$ cat config.mk
export PLATFORM = sky130hd
export DESIGN_NAME = tga_rle_pixel_decoder_top
export DESIGN_NICKNAME = d
export VERILOG_FILES = /design/src/trd_pkg.sv /design/src/tga_rle_pixel_decoder_top.sv /design/src/trd_ctrl.sv /design/src/trd_datapath.sv
export SDC_FILE = /design/constraint.sdc
export NUM_CORES = 1
export LEC_CHECK = 0
export BUFFER_PORTS_ARGS = -buffer_cell sky130_fd_sc_hd__buf_4
export CELL_PAD_IN_SITES_DETAIL_PLACEMENT = 1
export CELL_PAD_IN_SITES_GLOBAL_PLACEMENT = 1
export CORE_UTILIZATION = 32
export DETAILED_ROUTE_END_ITERATION = 8
export PLACE_DENSITY_LB_ADDON = 0.1
export SKIP_LAST_GASP = 1
export SLEW_MARGIN = 10
export SYNTH_ARGS = -nofsm -noshare
export SYNTH_HDL_FRONTEND = slang
export SYNTH_SLANG_ARGS = --single-unit
$ cat constraint.sdc
create_clock -name clk -period 11.45 [get_ports clk]
set_input_delay 1.7175 -clock clk [delete_from_list [all_inputs] [get_ports clk]]
set_output_delay 1.7175 -clock clk [all_outputs]
set_load 0.03 [all_outputs]
$ cat src/trd_pkg.sv
// Package for the TGA run-length pixel decoder: shared types and constants.
// Used by trd_ctrl, trd_datapath and tga_rle_pixel_decoder_top; no dependencies.
package trd_pkg;

  // Configuration port layout.
  localparam int CFG_IDX_W  = 1;
  localparam int CFG_DATA_W = 16;

  typedef enum logic [CFG_IDX_W-1:0] {
    CFG_BYTES_PER_PIXEL = 1'b0,
    CFG_IMAGE_WIDTH     = 1'b1
  } cfg_reg_t;

  localparam logic [2:0]  BPP_RESET   = 3'd3;
  localparam logic [15:0] WIDTH_RESET = 16'd256;
  localparam logic [15:0] MIN_WIDTH   = 16'd4;
  localparam logic [15:0] LINE_MAX    = 16'hFFFF;
  localparam logic [7:0]  RUN_BIAS    = 8'd127;
  localparam int          MAX_PIXEL_BYTES_DEF = 4;

  // Decoder phase.
  typedef enum logic [1:0] {
    ST_HEADER  = 2'd0,
    ST_LITERAL = 2'd1,
    ST_RUN     = 2'd2,
    ST_SPAN    = 2'd3
  } state_t;

  // Commands from the controller to the datapath.
  typedef struct packed {
    logic hdr_load;   // latch pixel count from a header beat
    logic pix_byte;   // merge a pixel byte into the accumulator
    logic emit;       // load one span into the output register
    logic use_rem;    // span continues a run: remaining count and held color
    logic is_run;     // first span of a run: count is the packet count
    logic lit_dec;    // one literal pixel consumed
    logic hold_color; // keep the run color for later spans
  } cmd_t;

  // Status from the datapath to the controller.
  typedef struct packed {
    logic hdr_literal; // header beat announces literal pixels
    logic pix_done;    // the current pixel byte completes a pixel
    logic span_done;   // the span being computed is the last of its pixel or run
    logic lit_end;     // the literal pixel being finished is the packet's last
    logic slot_free;   // the output register can take a span this cycle
  } stat_t;

endpackage

$ cat src/tga_rle_pixel_decoder_top.sv
// Top level of the TGA run-length pixel decoder.
// Instantiates trd_ctrl and trd_datapath; depends on trd_pkg.
//
// Usage: the input channel takes one stream byte per beat (in_valid,
// in_stall, in_data_byte). The result channel delivers one span per beat
// (out_valid, out_stall, color, line, start column, length and a last flag
// that marks the final span caused by one input byte). Header beats and pixel
// bytes that do not finish a pixel produce no span.
// A span is loaded into the output register in the cycle after the byte
// that completes its pixel is accepted. Throughput: one byte per cycle while
// the output keeps draining. A run that crosses k line ends yields k+1 spans,
// emitted one per cycle from the span splitter while the output drains; the
// input is held stalled until the last of those spans is emitted.
// When the receiver stalls, the pending span holds and every pixel byte is
// stalled until the span is taken; header bytes are still taken.
// Configuration is written through cfg_we, cfg_index and cfg_data while the
// block is idle. Synchronous reset (rst_n low) returns to header parsing at
// line 0, column 0, 3 bytes per pixel and 256 pixels per line; there is no
// clearing pass, the block is ready in the first cycle after reset.
module tga_rle_pixel_decoder_top #(
  parameter int MAX_PIXEL_BYTES = trd_pkg::MAX_PIXEL_BYTES_DEF
) (
  input  logic                           clk,
  input  logic                           rst_n,
  input  logic                           cfg_we,
  input  logic [trd_pkg::CFG_IDX_W-1:0]  cfg_index,
  input  logic [trd_pkg::CFG_DATA_W-1:0] cfg_data,
  input  logic                           in_valid,
  output logic                           in_stall,
  input  logic [7:0]                     in_data_byte,
  output logic                           out_valid,
  input  logic                           out_stall,
  output logic [31:0]                    out_color,
  output logic [15:0]                    out_line,
  output logic [15:0]                    out_start_column,
  output logic [7:0]                     out_span_length,
  output logic                           out_last
);

  // Command and status buses between the controller and the datapath.
  trd_pkg::cmd_t  cmd;
  trd_pkg::stat_t stat;

  // The controller tracks the packet phase and decides, beat by beat, when
  // the datapath merges a byte, emits a span or continues a split run.
  trd_ctrl u_ctrl (
    .clk      (clk),
    .rst_n    (rst_n),
    .in_valid (in_valid),
    .in_stall (in_stall),
    .stat     (stat),
    .cmd      (cmd)
  );

  // The datapath holds the configuration, the pixel accumulator, the line
  // and column position and the output register.
  trd_datapath #(
    .MAX_PIXEL_BYTES (MAX_PIXEL_BYTES)
  ) u_datapath (
    .clk              (clk),
    .rst_n            (rst_n),
    .cfg_we           (cfg_we),
    .cfg_index        (cfg_index),
    .cfg_data         (cfg_data),
    .in_data_byte     (in_data_byte),
    .cmd              (cmd),
    .stat             (stat),
    .out_valid        (out_valid),
    .out_stall        (out_stall),
    .out_color        (out_color),
    .out_line         (out_line),
    .out_start_column (out_start_column),
    .out_span_length  (out_span_length),
    .out_last         (out_last)
  );

endmodule

$ cat src/trd_ctrl.sv
// Controller state machine of the TGA run-length pixel decoder.
// Depends on trd_pkg for the state, command and status types.
module trd_ctrl (
  input  logic           clk,
  input  logic           rst_n,
  input  logic           in_valid,
  output logic           in_stall,
  input  trd_pkg::stat_t stat,
  output trd_pkg::cmd_t  cmd
);

  trd_pkg::state_t state_r, state_nxt;
  logic fire;

  assign fire = in_valid && !in_stall;

  always_ff @(posedge clk) begin
    if (!rst_n) begin
      state_r <= trd_pkg::ST_HEADER;
    end else begin
      state_r <= state_nxt;
    end
  end

  // Next state.
  always_comb begin
    state_nxt = state_r;
    unique case (state_r)
      trd_pkg::ST_HEADER: begin
        if (fire) begin
          state_nxt = stat.hdr_literal ? trd_pkg::ST_LITERAL : trd_pkg::ST_RUN;
        end
      end
      trd_pkg::ST_LITERAL: begin
        if (fire && stat.pix_done && stat.lit_end) begin
          state_nxt = trd_pkg::ST_HEADER;
        end
      end
      trd_pkg::ST_RUN: begin
        if (fire && stat.pix_done) begin
          state_nxt = stat.span_done ? trd_pkg::ST_HEADER : trd_pkg::ST_SPAN;
        end
      end
      trd_pkg::ST_SPAN: begin
        if (stat.slot_free && stat.span_done) begin
          state_nxt = trd_pkg::ST_HEADER;
        end
      end
      default: begin
        state_nxt = trd_pkg::ST_HEADER;
      end
    endcase
  end

  // Outputs.
  always_comb begin
    cmd      = '0;
    in_stall = 1'b0;
    unique case (state_r)
      trd_pkg::ST_HEADER: begin
        cmd.hdr_load = fire;
      end
      trd_pkg::ST_LITERAL: begin
        in_stall    = !stat.slot_free;
        cmd.pix_byte = fire;
        cmd.emit     = fire && stat.pix_done;
        cmd.lit_dec  = fire && stat.pix_done;
      end
      trd_pkg::ST_RUN: begin
        in_stall       = !stat.slot_free;
        cmd.pix_byte   = fire;
        cmd.is_run     = 1'b1;
        cmd.emit       = fire && stat.pix_done;
        cmd.hold_color = fire && stat.pix_done;
      end
      trd_pkg::ST_SPAN: begin
        in_stall    = 1'b1;
        cmd.use_rem = 1'b1;
        cmd.emit    = stat.slot_free;
      end
      default: begin
        cmd.hdr_load = fire;
      end
    endcase
  end

endmodule

$ cat src/trd_datapath.sv
// Datapath of the TGA run-length pixel decoder: configuration, pixel assembly,
// span splitting and the output register. Depends on trd_pkg.
module trd_datapath #(
  parameter int MAX_PIXEL_BYTES = trd_pkg::MAX_PIXEL_BYTES_DEF
) (
  input  logic                          clk,
  input  logic                          rst_n,
  input  logic                          cfg_we,
  input  logic [trd_pkg::CFG_IDX_W-1:0] cfg_index,
  input  logic [trd_pkg::CFG_DATA_W-1:0] cfg_data,
  input  logic [7:0]                    in_data_byte,
  input  trd_pkg::cmd_t                 cmd,
  output trd_pkg::stat_t                stat,
  output logic                          out_valid,
  input  logic                          out_stall,
  output logic [31:0]                   out_color,
  output logic [15:0]                   out_line,
  output logic [15:0]                   out_start_column,
  output logic [7:0]                    out_span_length,
  output logic                          out_last
);

  localparam int ACC_W = 8 * MAX_PIXEL_BYTES;

  logic [2:0]       bpp_r;
  logic [15:0]      width_r;
  logic [7:0]       pl_r;
  logic [1:0]       bi_r;
  logic [ACC_W-1:0] accum_r;
  logic [15:0]      col_r;
  logic [15:0]      line_r;
  logic [7:0]       rem_r;
  logic [31:0]      hold_r;
  logic             out_valid_r;
  logic [31:0]      out_color_r;
  logic [15:0]      out_line_r;
  logic [15:0]      out_col_r;
  logic [7:0]       out_len_r;
  logic             out_last_r;

  logic [2:0]       eff_bpp;
  logic [15:0]      eff_width;
  logic [1:0]       bi_inc;
  logic [ACC_W-1:0] merged;
  logic [31:0]      color_now;
  logic [31:0]      span_color;
  logic [7:0]       count;
  logic             wrap;
  logic [15:0]      col0;
  logic [15:0]      line0;
  logic [15:0]      room;
  logic [7:0]       len;
  logic [7:0]       rem_nxt;
  logic [15:0]      col_nxt;
  logic [7:0]       hdr_count;
  logic             slot_free;

  // Effective configuration.
  always_comb begin
    eff_bpp = bpp_r;
    if (bpp_r == 3'd0) begin
      eff_bpp = 3'd1;
    end else if (bpp_r > 3'(MAX_PIXEL_BYTES)) begin
      eff_bpp = 3'(MAX_PIXEL_BYTES);
    end
    eff_width = (width_r < trd_pkg::MIN_WIDTH) ? trd_pkg::MIN_WIDTH : width_r;
  end

  // Pixel assembly: the new byte lands in the lane picked by the byte index.
  for (genvar k = 0; k < MAX_PIXEL_BYTES; k++) begin : g_lane
    assign merged[8*k +: 8] = (bi_r == 2'(k)) ? in_data_byte : accum_r[8*k +: 8];
  end

  assign bi_inc    = bi_r + 2'd1;
  assign color_now = 32'(merged);
  assign hdr_count = in_data_byte[7] ? (in_data_byte - trd_pkg::RUN_BIAS)
                                     : (in_data_byte + 8'd1);

  // Span split: wrap first if the column is at or beyond the line end,
  // then take as many pixels as fit on the line.
  always_comb begin
    if (cmd.use_rem) begin
      count = rem_r;
    end else if (cmd.is_run) begin
      count = pl_r;
    end else begin
      count = 8'd1;
    end
    span_color = cmd.use_rem ? hold_r : color_now;
    wrap  = (col_r >= eff_width);
    col0  = wrap ? 16'd0 : col_r;
    line0 = (wrap && (line_r != trd_pkg::LINE_MAX)) ? (line_r + 16'd1) : line_r;
    room  = eff_width - col0;
    len   = (room < {8'd0, count}) ? room[7:0] : count;
    rem_nxt = count - len;
    col_nxt = col0 + {8'd0, len};
  end

  assign slot_free = !out_valid_r || !out_stall;

  always_comb begin
    stat.hdr_literal = !in_data_byte[7];
    stat.pix_done    = (bi_inc == 2'd0) || ({1'b0, bi_inc} >= eff_bpp);
    stat.span_done   = (rem_nxt == 8'd0);
    stat.lit_end     = (pl_r == 8'd1);
    stat.slot_free   = slot_free;
  end

  // Control and state registers.
  always_ff @(posedge clk) begin
    if (!rst_n) begin
      bpp_r       <= trd_pkg::BPP_RESET;
      width_r     <= trd_pkg::WIDTH_RESET;
      pl_r        <= '0;
      bi_r        <= '0;
      accum_r     <= '0;
      col_r       <= '0;
      line_r      <= '0;
      rem_r       <= '0;
      out_valid_r <= 1'b0;
    end else begin
      if (cfg_we) begin
        case (cfg_index)
          trd_pkg::CFG_BYTES_PER_PIXEL: bpp_r   <= cfg_data[2:0];
          trd_pkg::CFG_IMAGE_WIDTH:     width_r <= cfg_data;
          default: ;
        endcase
      end
      if (cmd.hdr_load) begin
        pl_r    <= hdr_count;
        bi_r    <= '0;
        accum_r <= '0;
      end else if (cmd.pix_byte) begin
        if (stat.pix_done) begin
          bi_r    <= '0;
          accum_r <= '0;
        end else begin
          bi_r    <= bi_inc;
          accum_r <= merged;
        end
      end
      if (cmd.lit_dec) begin
        pl_r <= pl_r - 8'd1;
      end
      if (cmd.emit) begin
        col_r  <= col_nxt;
        line_r <= line0;
        rem_r  <= rem_nxt;
      end
      if (cmd.emit) begin
        out_valid_r <= 1'b1;
      end else if (!out_stall) begin
        out_valid_r <= 1'b0;
      end
    end
  end

  // Payload registers.
  always_ff @(posedge clk) begin
    if (cmd.hold_color) begin
      hold_r <= color_now;
    end
    if (cmd.emit) begin
      out_color_r <= span_color;
      out_line_r  <= line0;
      out_col_r   <= col0;
      out_len_r   <= len;
      out_last_r  <= stat.span_done;
    end
  end

  assign out_valid        = out_valid_r;
  assign out_color        = out_color_r;
  assign out_line         = out_line_r;
  assign out_start_column = out_col_r;
  assign out_span_length  = out_len_r;
  assign out_last         = out_last_r;

`ifndef SYNTHESIS
  // A span is only loaded when the output register is free or draining.
  a_emit_slot: assert property (@(posedge clk) disable iff (!rst_n)
    cmd.emit |-> slot_free)
    else $error("span loaded over an undelivered span");

  // Every delivered span carries between 1 and 128 pixels.
  a_len_range: assert property (@(posedge clk) disable iff (!rst_n)
    out_valid_r |-> (out_len_r != 8'd0) && (out_len_r <= 8'd128))
    else $error("span length out of range");

  // The byte index never points past the widest pixel.
  a_bi_bound: assert property (@(posedge clk) disable iff (!rst_n)
    {1'b0, bi_r} <= 3'(MAX_PIXEL_BYTES - 1))
    else $error("byte index beyond pixel size");
`endif

endmodule
# [Word level (Yosys, flattened, before mapping)]
# Index checks and enable logic that the tools add are counted.
[classes] add_sub_neg=8 order_cmp=5 n_eq_ne=13 mux=35 bitwise=2 n_reduce_logical=22
[op_table] cell="$mux W8" n=10
[op_table] cell="$mux W32" n=2
[op_table] cell="$mux W16" n=3
[op_table] cell="$add A16 B1 Y16 const B" n=1
[op_table] cell="$add A16 B8 Y16" n=1
[op_table] cell="$ge A16 B16 Y1" n=1
[op_table] cell="$lt A16 B3 Y1 const B" n=1
[op_table] cell="$lt A16 B8 Y1" n=1
[op_table] cell="$ne A16 B16 Y1 const B" n=1
[op_table] cell="$sub A16 B16 Y16" n=1
[op_table] cell="$mux W2" n=7
[op_table] cell="$ne A2 B1 Y1 const B" n=5
[op_table] cell="$add A8 B1 Y8 const B" n=1
[op_table] cell="$eq A2 B2 Y1 const B" n=4
[op_table] cell="$eq A8 B1 Y1 const B" n=1
[op_table] cell="$logic_not A8 Y1" n=1
[op_table] cell="$mux W1" n=8
[op_table] cell="$pmux W2 S4" n=1
[op_table] cell="$sub A8 B1 Y8 const B" n=1
[op_table] cell="$sub A8 B7 Y8 const B" n=1
[op_table] cell="$sub A8 B8 Y8" n=1
[op_table] cell="$logic_not A2 Y1" n=3
[op_table] cell="$mux W3" n=2
[op_table] cell="$logic_and A1 B1 Y1" n=5
[op_table] cell="13 further kinds" n=22
[word_totals] ff_bits=209 inputBits=30 out_inout_bits=75 word_cells=101

# [Logic depth before layout (Yosys ltp)]
# Gate-level depths: netlist (run 1).
[logic_depth] depth_word=12 ltp_mapped=42 depth_no_buf=40

# [Hierarchy]
# Synthesis (run 1) repeated with hierarchy kept, for this count alone.
[hier_totals] hier_cells=1153 hier_area_um2=11287.1
[by_module_without_submodules] mod="trd_datapath" instances=1 cells_per_inst=1111 area_each_um2=10968.0 seq_area_each_um2=5195.0
[by_module_without_submodules] mod="trd_ctrl" instances=1 cells_per_inst=42 area_each_um2=319.1 seq_area_each_um2=40.0

# [Least setup slack after synthesis (run 1)]
# No wires, ideal clock.
[synth_timing] path_type="reg-to-reg" startpoint="register u_datapath.width_r[10]" endpoint="register u_ctrl.state_r[1]" setup_ns=0.116 arrival_time_ns=8.015 required_ns=11.334 setup_slack_ns=3.319 path_stages_with_launch=39 path_buffers=3 synth_period_minus_slack_ns=8.131 path_cell_list="dfxtp_1 > nor4_2 > and2_1 > nand2_1 > o21ai_0 > ha_1 > nand2_1 > o21ai_0 > o211a_1 > o41a_1 > nor2b_1 > clkbuf_1 > buf_1 > nand2_1 > ha_1 > a21o_1 > a211oi_1 > o21ai_0 > (+3 left out) > ha_1 > a21boi_0 > nor4_4 > nand3_1 > buf_2 > mux2i_1 > ha_1 > fa_1 > nor2b_1 > o21ai_0 > nand2b_1 > a21o_1 > a21oi_1 > xnor2_1 > or4_1 > a311o_1 > o21ba_1 > o211a_1"
[synth_between] elab_chain_cells=12 elab_cells_between_ends=15 classes_between="2 x add/sub; 3 x order compare; 1 x eq/ne; 6 x mux; 3 x reduce/logical"
[synth_rtl] item="start, declared" line_no="trd_datapath.sv:26" source="logic [15:0] width_r;"
[synth_rtl] item="start signal, assigned" line_no="trd_datapath.sv:113" source="width_r <= trd_pkg::WIDTH_RESET;"
[synth_rtl] item="start signal, assigned" line_no="trd_datapath.sv:125" source="trd_pkg::CFG_IMAGE_WIDTH: width_r <= cfg_data;"
[synth_rtl] item="$lt A16 B3 Y1" line_no="trd_datapath.sv:66" source="eff_width = (width_r < trd_pkg::MIN_WIDTH) ? trd_pkg::MIN_WIDTH : width_r;"
[synth_rtl] item="$mux W16 (*)" line_no="trd_datapath.sv:66"
[synth_rtl] item="$ge A16 B16 Y1" line_no="trd_datapath.sv:90" source="wrap = (col_r >= eff_width);"
[synth_rtl] item="$mux W16" line_no="trd_datapath.sv:91" source="col0 = wrap ? 16'd0 : col_r;"
[synth_rtl] item="$sub A16 B16 Y16 (*)" line_no="trd_datapath.sv:93" source="room = eff_width - col0;"
[synth_rtl] item="$lt A16 B8 Y1" line_no="trd_datapath.sv:94" source="len = (room < {8'd0, count}) ? room[7:0] : count;"
[synth_rtl] item="$mux W8 (*)" line_no="trd_datapath.sv:94"
[synth_rtl] item="net u_datapath.len[0]" line_no="trd_datapath.sv:52" source="logic [7:0] len;"
[synth_rtl] item="$sub A8 B8 Y8 (*)" line_no="trd_datapath.sv:95" source="rem_nxt = count - len;"
[synth_rtl] item="$logic_not A8 Y1 (*)" line_no="trd_datapath.sv:104" source="stat.span_done = (rem_nxt == 8'd0);"
[synth_rtl] item="$mux W2 or $logic_and A1 B1 Y1 (tied branches)" line_no="trd_ctrl.sv:41, trd_ctrl.sv:45"
[synth_rtl] item="$mux W2 or $ne A2 B1 Y1 (tied branches)"
[synth_rtl] item="$pmux W2 S4 or $reduce_and A4 Y1 (tied branches)"
[synth_rtl] item="end signal, assigned" line_no="trd_ctrl.sv:19" source="state_r <= trd_pkg::ST_HEADER;"
[synth_rtl] item="end signal, assigned" line_no="trd_ctrl.sv:21" source="state_r <= state_nxt;"
[synth_rtl] item="end, declared" line_no="trd_ctrl.sv:12" source="trd_pkg::state_t state_r, state_nxt;"
# The timed path passes the listed nets; every way through them passes the cells marked *. The select of a mux whose other input is x is not followed.
# A chain may end at the register's enable or synchronous reset.

# [Final worst setup path (run 1)]
[layout_timing] startpoint="register u_datapath.width_r[6]" endpoint="register u_ctrl.state_r[0]"
[layout_between] elab_chain_cells=12 elab_cells_between_ends=15 classes_between="2 x add/sub; 3 x order compare; 1 x eq/ne; 6 x mux; 3 x reduce/logical"
[layout_rtl] item="$lt A16 B3 Y1" line_no="trd_datapath.sv:66"
[layout_rtl] item="$mux W16 (*)" line_no="trd_datapath.sv:66"
[layout_rtl] item="$ge A16 B16 Y1 (*)" line_no="trd_datapath.sv:90"
[layout_rtl] item="$mux W16 (*)" line_no="trd_datapath.sv:91"
[layout_rtl] item="net u_datapath.col0[0]" line_no="trd_datapath.sv:49" source="logic [15:0] col0;"
[layout_rtl] item="$sub A16 B16 Y16 (*)" line_no="trd_datapath.sv:93"
[layout_rtl] item="$lt A16 B8 Y1" line_no="trd_datapath.sv:94"
[layout_rtl] item="$mux W8 (*)" line_no="trd_datapath.sv:94"
[layout_rtl] item="net u_datapath.len[1]" line_no="trd_datapath.sv:52"
[layout_rtl] item="$sub A8 B8 Y8 (*)" line_no="trd_datapath.sv:95"
[layout_rtl] item="$logic_not A8 Y1 (*)" line_no="trd_datapath.sv:104"
[layout_rtl] item="$mux W2 or $logic_and A1 B1 Y1 (tied branches)" line_no="trd_ctrl.sv:41, trd_ctrl.sv:45"
[layout_rtl] item="$mux W2 or $ne A2 B1 Y1 (tied branches)"
[layout_rtl] item="$pmux W2 S4 or $reduce_and A4 Y1 (tied branches)"
# Marks and branches as above.

==> results of run 1 <==
cells in the final DEF (no fill, tap or decap), drive strengths merged, types with 6 or more instances in the layout:
cell type  synthesis  layout
or2                7       7
a21o              13      13
nor2              51      51
nand2            168     168
nand3             49      49
dfxtp            104     104
o211ai             8       8
ha                66      66
a31oi              7       7
inv               62      64
buf               11     113
nor3              17      17
nor2b             21      21
and3               9       9
nor4               6       6
a21boi            36      36
edfxtp           105     105
nand2b             7       7
xor2              27      27
mux2              66      66
or3                7       7
a21oi             78      78
and2              27      27
o21ai             49      49
xnor2             34      34
o211a              6       6
clkbuf            47      36
nand4             13      13
a211oi             6       6
stage by stage:
stage	setup WS [ns]	hold WS (ns)	area, um2	std cells	utilization, %
2_1_floorplan	3.32	0.426	11300	1152	-
3_3_place_gp	2.29	0.436	12500	1661	36.0
3_5_place_dp	2.06	0.442	12500	1661	36.0
4_1_cts	1.98	0.451	13300	1707	38.5
5_1_grt	1.04	0.467	13300	1707	38.5
6_report	2.03	0.450	13300	1707	38.5
where the power goes:
part | internal (mW) | switching (mW) | leakage [nW] | total (mW)
Sequential | 0.850 | 0.0312 | 1.78 | 0.881
Combinational | 0.229 | 0.386 | 2.98 | 0.615
Clock | 0.515 | 0.327 | 0.417 | 0.842
Total | 1.59 | 0.744 | 5.18 | 2.34
metal layers:
metal / GRT usage [%] / share of wire, %
met1: 26.2 / 52
met2: 28.2 / 44
met3: 2.38 / 3.4
met5: 0 / 0
met4: 3.66 / 1.4
critical path: cells and delay by family, from the launching register on:
family / cells / cell delay, ns
xor+xnor: 2 / 0.29
simple gates: 15 / 3.29
fa+ha+maj: 4 / 1.17
buf+inv: 3 / 0.50
flops: 1 / 0.36
compound gates: 14 / 3.72
cells by family (layout without fill, tap and decap cells):
| kind of cell | Yosys count | in the layout | share of synthesized area (%) |
|---|---|---|---|
| AO/OA/AOI/OAI | 232 | 232 | 13.2 |
| XOR/XNOR | 61 | 61 | 4.88 |
| adder cells (fa/ha/maj) | 70 | 70 | 7.95 |
| buffers and inverters | 122 | 222 | 4.13 |
| flip-flops | 209 | 209 | 46.5 |
| multiplexers | 70 | 70 | 6.95 |
| AND/OR/NAND/NOR | 388 | 388 | 16.4 |
flip-flops by register name (all words and copies together) (netlist names):
name and count:
u_datapath.width_r 16, u_datapath.hold_r 32, u_datapath.out_span_length 8, u_datapath.out_start_column 16, u_datapath.pl_r 8, u_datapath.accum_r 32, u_datapath.line_r 16, u_datapath.bpp_r 3
u_datapath.out_line 16, u_datapath.out_valid 1, u_datapath.col_r 16, u_datapath.rem_r 8, u_datapath.out_last 1, u_ctrl.state_r 2, u_datapath.out_color 32, u_datapath.bi_r 2
final cells by class:
cell class	instances	area [um2]	share of cell area [%]
clock buffers	36	698	5.24
well taps	455	569	4.27
inverters	63	239	1.79
repair buffers	113	848	6.37
clock inverters	10	161	1.21
multi-input cells	821	5570	41.8
flip-flops and latches	209	5240	39.3
worst min path at each step:
stage	slack [ns]	cells after the start	endpoint	from
6_report	0.45	2	u_datapath.accum_r[9]	u_datapath.accum_r[9]
3_3_place_gp	0.44	2	u_datapath.accum_r[7]	u_datapath.accum_r[7]
4_1_cts	0.45	2	u_datapath.accum_r[12]	u_datapath.accum_r[12]
2_1_floorplan	0.43	1	u_datapath.accum_r[26]	u_datapath.accum_r[26]
5_1_grt	0.47	2	u_datapath.accum_r[21]	u_datapath.accum_r[21]
3_5_place_dp	0.44	1	u_datapath.accum_r[29]	u_datapath.accum_r[29]
==> qor.csv, run 1 <==
stage,metric,value,unit
placement,dp_hpwl,22.4,mm
sta,fin_skew,0.0161,ns
detailed_routing,vias_per_cell,5.01,
sta,finalHoldViolations,0,
clock_network,cts_tree,done,
clock_network,clk-insertion-delay-late,0.55,ns
critical_path,rrSetupSlack,2.03,ns
placement,io_buffers,104,
outcome,status,"finished, final reports clean",
critical_path,r2r-end,u_ctrl.state_r[0],
yosys,syn-instance-count,1152,
yosys,syn_area_per_cell,9.78,um2
detailed_routing,ant_nets,0,
sta,worstMarginPinSlew,1.09,ns
yosys,ys_async_sr_fraction,0,%
pwr,total_power,2.34,mW
yosys,seq_area_frac_synth,46.5,%
die,die_y,190,um
critical_path,regToRegStartpoint,u_datapath.width_r[6],
critical_path,cpMaxStageDelayCell,a21oi_1,
sta,setup_tns,0,ns
critical_path,crit_required,11.94,ns
sta,clock.fmax,0.106,GHz
clock_network,cts_buffers,25,
detailed_routing,dr.pass1.iters,4,
min_path,hold_class,register to register,
critical_path,slowest_delay,0.70,ns
global_routing,gr-usage-all-layers,18.0,%
detailed_routing,vias,8545,
global_routing,grt_pass1_vias,8811,
global_routing,grt_max_degree,71,
global_routing,grt_overflow,0,
yosys,ys_warn_count,0,
sta,rsz0062_at_grt,no,
critical_path,critical_path.max_fanout,22,
yosys,synth_most_common_cell,nand2_1,
critical_path,reg2reg_depth,38,
yosys,synth_area,11300,um2
pwr,peakVddDrop,0.113,mV
finish,num-fill-cells,3870,
clock_network,cts_max_level,1,
clock_network,clk_path_buf_depth,3,
die,start_util,32.5,%
global_routing,grt_pass1_wl,50.8,mm
critical_path,critPathKind,register to register,
detailed_routing,drtIter0Drc,289,
placement,gp_congestion,0.843,
die,die_area,36000,um2
clock_network,cts_setup_buffers,0,
finish,syn2layout_area_growth,18.2,%
critical_path,crit_top_cell,a21oi_1,
clock_network,cts_resized,0,
detailed_routing,drc,0,
clock_network,cts.clk_slew.worst_paths,0.06,ns
yosys,syn-num-nets,1251,
flow_run,maxCapViolCount,0,
detailed_routing,drt_wl_total,32.0,mm
clock_network,cts-root-buf,clkbuf_16,
yosys,synthTopCellsByCount,"nand2_1 (168), edfxtp_1 (105), dfxtp_1 (104), a21oi_1 (76)",
die,top_level_ports,105,
yosys,yosysTopAreaCell,edfxtp_1,
detailed_routing,wl_per_cell,18.8,um
sta,fin_crit,9.42,ns
critical_path,startpoint,u_datapath.width_r[6],
sta,fin_crit_sh,82.3,%
die,fp-row-count,68,
sta,relSlewSlack,27.4,%
yosys,synth_seq_cells,209,
pwr,p_leak,5.18,nW
yosys,synth.distinct_cells,66,
yosys,synth-edff-count,105,
finish,antenna_cells,0,
yosys,synth_ff_type,edfxtp_1,
clock_network,cts.sinks,209,
yosys,netlist.area_leader.share,28.0,%
finish,drive_above_1_share,18.8,%
clock_network,holdBufCountCts,0,
sta,setup_violations,0,
critical_path,crit_arrival,9.91,ns
critical_path,crit_path_end_kind,register,
die,core,34600,um2
finish,nNetsFinal,1332,
die,die_w,190,um
global_routing,antenna_found_initial,0,
yosys,synth_area_leaders,"edfxtp_1 (28%), dfxtp_1 (18%), ha_1 (7.3%)",
critical_path,endpoint,u_ctrl.state_r[0],
sta,slew_violations,0,
pwr,powerDensity,175,nW/um2
critical_path,worstSetupStartpointType,register,
Power figures use the tool's default switching activity.
==> run 2: changes to the inputs <==
==> constraint.sdc (replaced) <==
create_clock -name clk -period 8.9 [get_ports clk]
set_input_delay 1.335 -clock clk [delete_from_list [all_inputs] [get_ports clk]]
set_output_delay 1.335 -clock clk [all_outputs]
set_load 0.03 [all_outputs]
==> run 2 against run 1 <==
Hold slack worse by 0.0014 ns. First-iteration DRC count down 8.3%. Critical path type unchanged. Critical path depth down 2. Register-to-register slack worse by 1.4 ns. Routed wire length down 0.67%. Worst setup slack worse by 1.4 ns. Die area unchanged. Maximum frequency up 13%. Clock-buffer cell count down 2. Non-clock buffer count up 12. Via count up 0.53%. Largest power group unchanged.
==> qor.csv, run 2 (synthesis gave the netlist of run 1 again) <==
stage,metric,value,unit,change
global_routing,grt_max_degree,72,,+1.4%
finish,final_cell_mix,"nand2_1 (168), buf_4 (124), edfxtp_1 (105)",,
critical_path,slowest_delay,0.58,ns,-0.12 ns
sta,finalHoldViolations,0,,unchanged
global_routing,antenna_found_initial,0,,unchanged
die,fp-row-count,68,,unchanged
detailed_routing,ant_nets,0,,unchanged
clock_network,cts.clk_slew.worst_paths,0.06,ns,about the same
sta,setup_violations,0,,unchanged
global_routing,met3_usage,2.55,%,+0.17 points
critical_path,critical_path.max_fanout,20,,-9.1%
placement,dp_hpwl,22.5,mm,+0.72%
global_routing,gr-usage-all-layers,18.0,%,about the same
pwr,powerDensity,224,nW/um2,+27%
critical_path,worstSetupStartpointType,register,,
finish,final_util,39.0,%,+0.54 points
critical_path,cp.buffers_inverters,1,,-2
die,die_y,190,um,unchanged
global_routing,grt_pass1_wl,51.3,mm,+1.1%
detailed_routing,dr.pass1.iters,5,,+1
clock_network,cts_tree,done,,
sta,fin_crit,8.32,ns,-1.10 ns
finish,antenna_cells,0,,unchanged
clock_network,cts_max_level,1,,unchanged
min_path,hold_class,register to register,,
detailed_routing,drc,0,,unchanged
critical_path,crit_path_end_kind,register,,
finish,syn2layout_area_growth,19.9,%,
clock_network,clk_path_buf_depth,3,,unchanged
clock_network,cts-root-buf,clkbuf_16,,
finish,num-fill-cells,3894,,+0.62%
placement,gp_congestion,0.833,,-1.3%
global_routing,grt_overflow,0,,unchanged
sta,setup_tns,0,ns,unchanged
placement,io_buffers,104,,unchanged
global_routing,grt_pass1_vias,8938,,+1.4%
critical_path,critPathKind,register to register,,
global_routing,globalRouteMet1Util,26.6,%,+0.38 points
die,core,34600,um2,unchanged
detailed_routing,wl_per_cell,18.5,um,-1.4%
detailed_routing,vias_per_cell,5.00,,-0.18%
finish,final-instance-count-excl-fill,1719,,+0.70%
critical_path,crit_arrival,8.76,ns,-1.15 ns
detailed_routing,drtIter0Drc,265,,-8.3%
critical_path,cpMaxStageDelayCell,or4_4,,
die,die_w,190,um,unchanged
global_routing,met2_usage,27.9,%,-0.39 points
sta,slew_violations,0,,unchanged
sta,relSlewSlack,25.9,%,-1.5 points
detailed_routing,vias,8590,,+0.53%
flow_run,maxCapViolCount,0,,unchanged
pwr,total_power,3.02,mW,+29%
sta,fin_skew,0.0218,ns,+0.00569 ns
global_routing,grt-busiest-layer,met2,,
sta,worstMarginPinSlew,1.11,ns,+0.0229 ns
die,top_level_ports,105,,unchanged
clock_network,cts_buffers,25,,unchanged
finish,final_common_cell,nand2_1,,
finish,nNetsFinal,1344,,+0.90%
die,start_util,32.5,%,unchanged
clock_network,holdBufCountCts,0,,unchanged
critical_path,crit_required,9.34,ns,-2.60 ns
sta,clock.fmax,0.120,GHz,+13%
critical_path,crit_family,simple AND/OR/NAND/NOR gates,,
placement,pre_cts_slack,-0.153,ns,-2.21 ns
critical_path,crit_top_cell,ha_1,,
clock_network,cts.sinks,209,,unchanged
outcome,status,"finished, final reports clean",,
sta,fin_crit_sh,93.5,%,+11 points
sta,finalWorstSetupSlack,0.582,ns,-1.45 ns
finish,drive_above_1_share,20.9,%,+2.0 points
pwr,p_leak,5.26,nW,+1.7%
pwr,peakVddDrop,0.150,mV,+33%
detailed_routing,drt_wl_total,31.8,mm,-0.67%
die,die_area,36000,um2,unchanged
clock_network,clk-insertion-delay-late,0.55,ns,about the same
sta,rsz0062_at_grt,no,,
placement,placed_cells,1668,,+0.42%
[run 2: cell type report]
cell class,count,area [um2],area share [%]
Clock buffer,34,709,5.25
Sequential cell,209,5240,38.8
Tap cell,455,569,4.21
Inverter,63,239,1.77
Clock inverter,12,146,1.08
Multi-Input combinational cell,821,5660,41.9
Timing Repair Buffer,125,951,7.04
[run 2: metrics by stage]
stage          area, um2  hold WS (ns)
6_report           13500         0.449
2_1_floorplan      11300         0.426
3_3_place_gp       12500         0.435
3_5_place_dp       12500         0.444
4_1_cts            13400         0.453
5_1_grt            13500         0.470
[run 2: final timing paths]
check	start	end	slack (ns)	cells past startpoint
setup / recovery	u_datapath.width_r[12]	u_ctrl.state_r[1]	0.58	36
hold / removal	u_datapath.accum_r[10]	u_datapath.accum_r[10]	0.45	2
setup reg to reg	u_datapath.width_r[12]	u_ctrl.state_r[1]	0.58	36
hold reg to reg	u_datapath.accum_r[10]	u_datapath.accum_r[10]	0.45	2
[run 2: per-layer routing]
| metal | part of all wire [%] | wire length, um | up-vias |
|---|---|---|---|
| li1 | - | - | 4222 |
| met2 | 43 | 13800 | 111 |
| met1 | 52 | 16600 | 4229 |
| met3 | 3.3 | 1060 | 28 |
| met5 | 0 | 0 | - |
| met4 | 1.2 | 382 | 0 |
[run 2: worst reg2reg max path, delay by kind of cell (launching register included)]
family	cells	cell delay [ns]
AND/OR/NAND/NOR	13	2.81
buffers and inverters	1	0.17
AO/OA/AOI/OAI	14	2.79
adder cells (fa/ha/maj)	5	1.47
multiplexers	1	0.24
flip-flops	1	0.36
XOR/XNOR	2	0.34
[run 2: where the power goes]
part	switching, mW	leakage, nW	total, mW	internal, mW
logic	0.505	3.07	0.815	0.310
clock network	0.426	0.417	1.07	0.645
registers	0.0409	1.78	1.13	1.09
[run 2: repair_timing]
action	4_1_cts	5_1_grt
setup endpoints to repair	6	12
setup buffers	0	5
gates resized for setup	7	12
pin swaps	0	3
endpoints found under the hold margin	0	0
==> run 3: changes to the inputs <==
--- a/config.mk
+++ b/config.mk
@@ -8,11 +8,13 @@
 export BUFFER_PORTS_ARGS = -buffer_cell sky130_fd_sc_hd__buf_4
 export CELL_PAD_IN_SITES_DETAIL_PLACEMENT = 1
 export CELL_PAD_IN_SITES_GLOBAL_PLACEMENT = 1
-export CORE_UTILIZATION = 32
+export CORE_UTILIZATION = 48
+export CTS_BUF_LIST = sky130_fd_sc_hd__clkbuf_8
 export DETAILED_ROUTE_END_ITERATION = 8
 export PLACE_DENSITY_LB_ADDON = 0.1
 export SKIP_LAST_GASP = 1
 export SLEW_MARGIN = 10
 export SYNTH_ARGS = -nofsm -noshare
 export SYNTH_HDL_FRONTEND = slang
+export SYNTH_HIERARCHICAL = 1
 export SYNTH_SLANG_ARGS = --single-unit
==> run 3 against run 2 <==
Power down 4.8%. Synthesized cell count about the same. Register-to-register slack worse by 0.097 ns. Clock skew up 0.0014 ns. Hold slack worse by 0.018 ns. Via count up 2.9%. Sequential power about the same. Clock power down 17%. Routed wire length down 6.2%. Highest routed layer unchanged.
==> qor.csv, run 3 <==
stage,metric,value,unit,change
clock_network,cts_buffers,37,,+48%
die,start_util,49.4,%,+17 points
critical_path,crit_arrival,8.80,ns,+0.04 ns
global_routing,grt_max_degree,57,,-21%
detailed_routing,dr.pass1.iters,4,,-1
sta,fin_hold_ws,0.431,ns,-0.0178 ns
sta,finalHoldViolations,0,,unchanged
yosys,synth-edff-count,105,,unchanged
critical_path,critPathKind,register to register,,
global_routing,grt_pass1_wl,47.9,mm,-6.6%
finish,antenna_cells,0,,unchanged
yosys,syn-instance-count,1153,,+0.087%
yosys,synth_compound_area_share,12.5,%,-0.75 points
finish,drive_above_1_share,20.4,%,-0.50 points
sta,fin_crit_sh,94.6,%,+1.1 points
finish,final_cell_mix,"nand2_1 (124), nor2_1 (122), buf_4 (118)",,
yosys,synthXorXnorAreaFrac,4.89,%,+0.013 points
finish,final_util,57.7,%,+19 points
die,die_y,155,um,-18%
finish,final_common_cell,nand2_1,,
clock_network,clk_path_buf_depth,3,,unchanged
sta,clock.fmax,0.119,GHz,-1.2%
clock_network,cts_max_level,2,,+1
detailed_routing,wl_per_cell,18.7,um,+0.93%
yosys,synthAdderAreaFrac,7.50,%,-0.45 points
sta,worstMarginPinSlew,1.03,ns,-0.0768 ns
yosys,synth_area_leaders,"edfxtp_1 (28%), dfxtp_1 (18%), ha_1 (6.9%)",,
critical_path,reg2reg_depth,36,,unchanged
yosys,yosysTopAreaCell,edfxtp_1,,
sta,setup_tns,0,ns,unchanged
critical_path,worstSetupStartpointType,register,,
detailed_routing,vias,8843,,+2.9%
detailed_routing,drt_wl_total,29.8,mm,-6.2%
clock_network,cts_tree,done,,
yosys,synth_most_common_cell,nand2_1,,
yosys,netlist.area_leader.share,27.9,%,-0.053 points
detailed_routing,ant_nets,0,,unchanged
critical_path,cp.buffers_inverters,3,,+2
detailed_routing,drc,0,,unchanged
yosys,synthTopCellsByCount,"nand2_1 (124), nor2_1 (123), edfxtp_1 (105), dfxtp_1 (104), a21oi_1 (85)",,
detailed_routing,vias_per_cell,5.53,,+11%
die,fp-row-count,55,,-19%
critical_path,regToRegStartpoint,u_datapath/width_r[11],,
yosys,ys_async_sr_fraction,0,%,unchanged
yosys,synth_top_family_by_area,simple AND/OR/NAND/NOR gates,,
sta,slew_violations,0,,unchanged
sta,rsz0062_at_grt,no,,
critical_path,slowest_delay,0.49,ns,-0.09 ns
critical_path,r2r-end,u_datapath/col_r[15],,
clock_network,clk-insertion-delay-late,0.54,ns,about the same
clock_network,cts.clk_slew.worst_paths,0.06,ns,about the same
finish,syn2layout_area_growth,16.7,%,
critical_path,crit_path_end_kind,register,,
yosys,synth_area,11300,um2,+0.19%
pwr,p_int,1.92,mW,-6.2%
die,top_level_ports,105,,unchanged
pwr,powerDensity,218,nW/um2,-2.4%
critical_path,crit_family,compound AO/OA/AOI/OAI gates,,
min_path,hold_path_end,u_datapath/accum_r[28],,
pwr,p_leak,5.37,nW,+1.9%
min_path,hold_class,register to register,,
pwr,total_power,2.88,mW,-4.8%
critical_path,crit_required,9.29,ns,-0.05 ns
global_routing,grt_pass1_vias,9249,,+3.5%
sta,fin_skew,0.0231,ns,+0.00140 ns
yosys,synth.mux.area_fraction,9.44,%,+2.5 points
critical_path,cpMaxStageDelayCell,a221o_2,,
yosys,syn-num-nets,1247,,-0.32%
pwr,p_switching,956,uW,-1.6%
die,core,22800,um2,-34%
clock_network,cts.sinks,209,,unchanged
pwr,peakVddDrop,0.129,mV,-14%
critical_path,critical_path.max_fanout,34,,+70%
global_routing,gr-usage-all-layers,25.0,%,+7.0 points
min_path,min-delay-start,u_datapath/accum_r[28],,
pwr,p_comb_share,29.7,%,+2.7 points
pwr,seqPwrFrac,39.3,%,+1.8 points
placement,io_buffers,104,,unchanged
sta,setup_violations,0,,unchanged
placement,gp_congestion,0.927,,+11%
yosys,synth_ff_type,edfxtp_1,,
yosys,synth.distinct_cells,79,,+20%
critical_path,rrSetupSlack,0.49,ns,-0.10 ns
yosys,synth_seq_cells,209,,unchanged
placement,dp_hpwl,21.4,mm,-5.0%
die,die_area,24100,um2,-33%
yosys,ys_warn_count,6,,+6
pwr,swShare,33.2,%,+1.1 points
pwr,power.share.clock,31.1,%,-4.4 points
sta,relSlewSlack,31.0,%,+5.1 points
min_path,holdPathStages,2,,unchanged
yosys,yosys.area_share.simple,15.0,%,-1.4 points
die,die_w,155,um,-18%
outcome,status,"finished, final reports clean",,
finish,nNetsFinal,1351,,+0.52%
global_routing,grt_overflow,0,,unchanged
critical_path,crit_top_cell,a21oi_1,,
flow_run,maxCapViolCount,0,,unchanged
clock_network,cts-root-buf,clkbuf_8,,
sta,fin_crit,8.41,ns,+0.0969 ns
global_routing,antenna_found_initial,0,,unchanged
yosys,syn_area_per_cell,9.79,um2,+0.10%
detailed_routing,drtIter0Drc,395,,+49%
clock_network,holdBufCountCts,0,,unchanged
yosys,seq_area_frac_synth,46.4,%,-0.088 points
run 3: worst max path at each step:
stage	depth (start not counted)	to	from	slack, ns
CTS	39	u_ctrl/state_r[1]	u_datapath/width_r[11]	0.19
floorplan	40	u_ctrl/state_r[0]	u_datapath/width_r[10]	0.75
detailed placement	38	u_ctrl/state_r[1]	u_datapath/width_r[11]	0.21
finish	36	u_datapath/col_r[15]	u_datapath/width_r[11]	0.49
global route	40	u_ctrl/state_r[1]	u_datapath/width_r[2]	0.01
global placement	36	u_datapath/col_r[15]	u_datapath/width_r[10]	0.66
run 3: kinds of logic (layout without fill, tap and decap cells):
group,Yosys count,count (layout)
AO/OA/AOI/OAI,218,218
XOR/XNOR,63,63
AND/OR/NAND/NOR,368,368
buffers and inverters,129,261
adder cells (fa/ha/maj),67,67
flip-flops,209,209
multiplexers,99,99
run 3: metal layers:
layer	vias to the layer above	track usage (%)	share of wire, %
li1	4289	-	-
met1	4303	31.6	45
met2	185	42.2	48
met3	66	5.49	4.6
met4	0	8.64	2.8
met5	-	0	0
run 3: timing repair:
item / in CTS / in global routing
setup endpoints to repair: 0 / 8
buffers inserted: 0 / 3
endpoints found under the hold margin: 0 / 0
resized for setup: 0 / 12
run 3: stage by stage:
step	setup WS, ns	area (um2)	std cells
floorplan	0.748	11300	1153
global placement	0.662	12400	1528
detailed placement	0.212	12400	1528
CTS	0.189	13100	1595
global route	0.0135	13200	1598
finish	0.485	13200	1598
run 3: power by group through the flow:
stage | sequential (mW) | combinational [mW] | clock [mW]
after floorplan | 1.18 | 0.563 | 0
after global placement | 1.15 | 0.802 | 0
after detailed placement | 1.15 | 0.820 | 0
after CTS | 1.13 | 0.827 | 0.922
after global routing | 1.14 | 0.931 | 0.969
final | 1.13 | 0.854 | 0.893
run 3: area by class of cell:
type                       count  area (um2)
clock buffer                  41         564
clock inverter                26         186
fill                        2585        9670
inverter                      74         278
multi-input combinational    815        5610
sequential                   209        5240
tap                          313         392
timing repair buffer         120         908
run 3: worst register-to-register path, delay by kind of cell, from the launching register on:
kind / cells / cell delay (ns)
AOI/OAI and AO/OA: 16 / 3.87
xor gates and xnor gates: 1 / 0.11
adders and majority gates: 3 / 1.07
buffers and inverters: 3 / 0.52
and+or+nand+nor: 13 / 2.32
DFF: 1 / 0.36
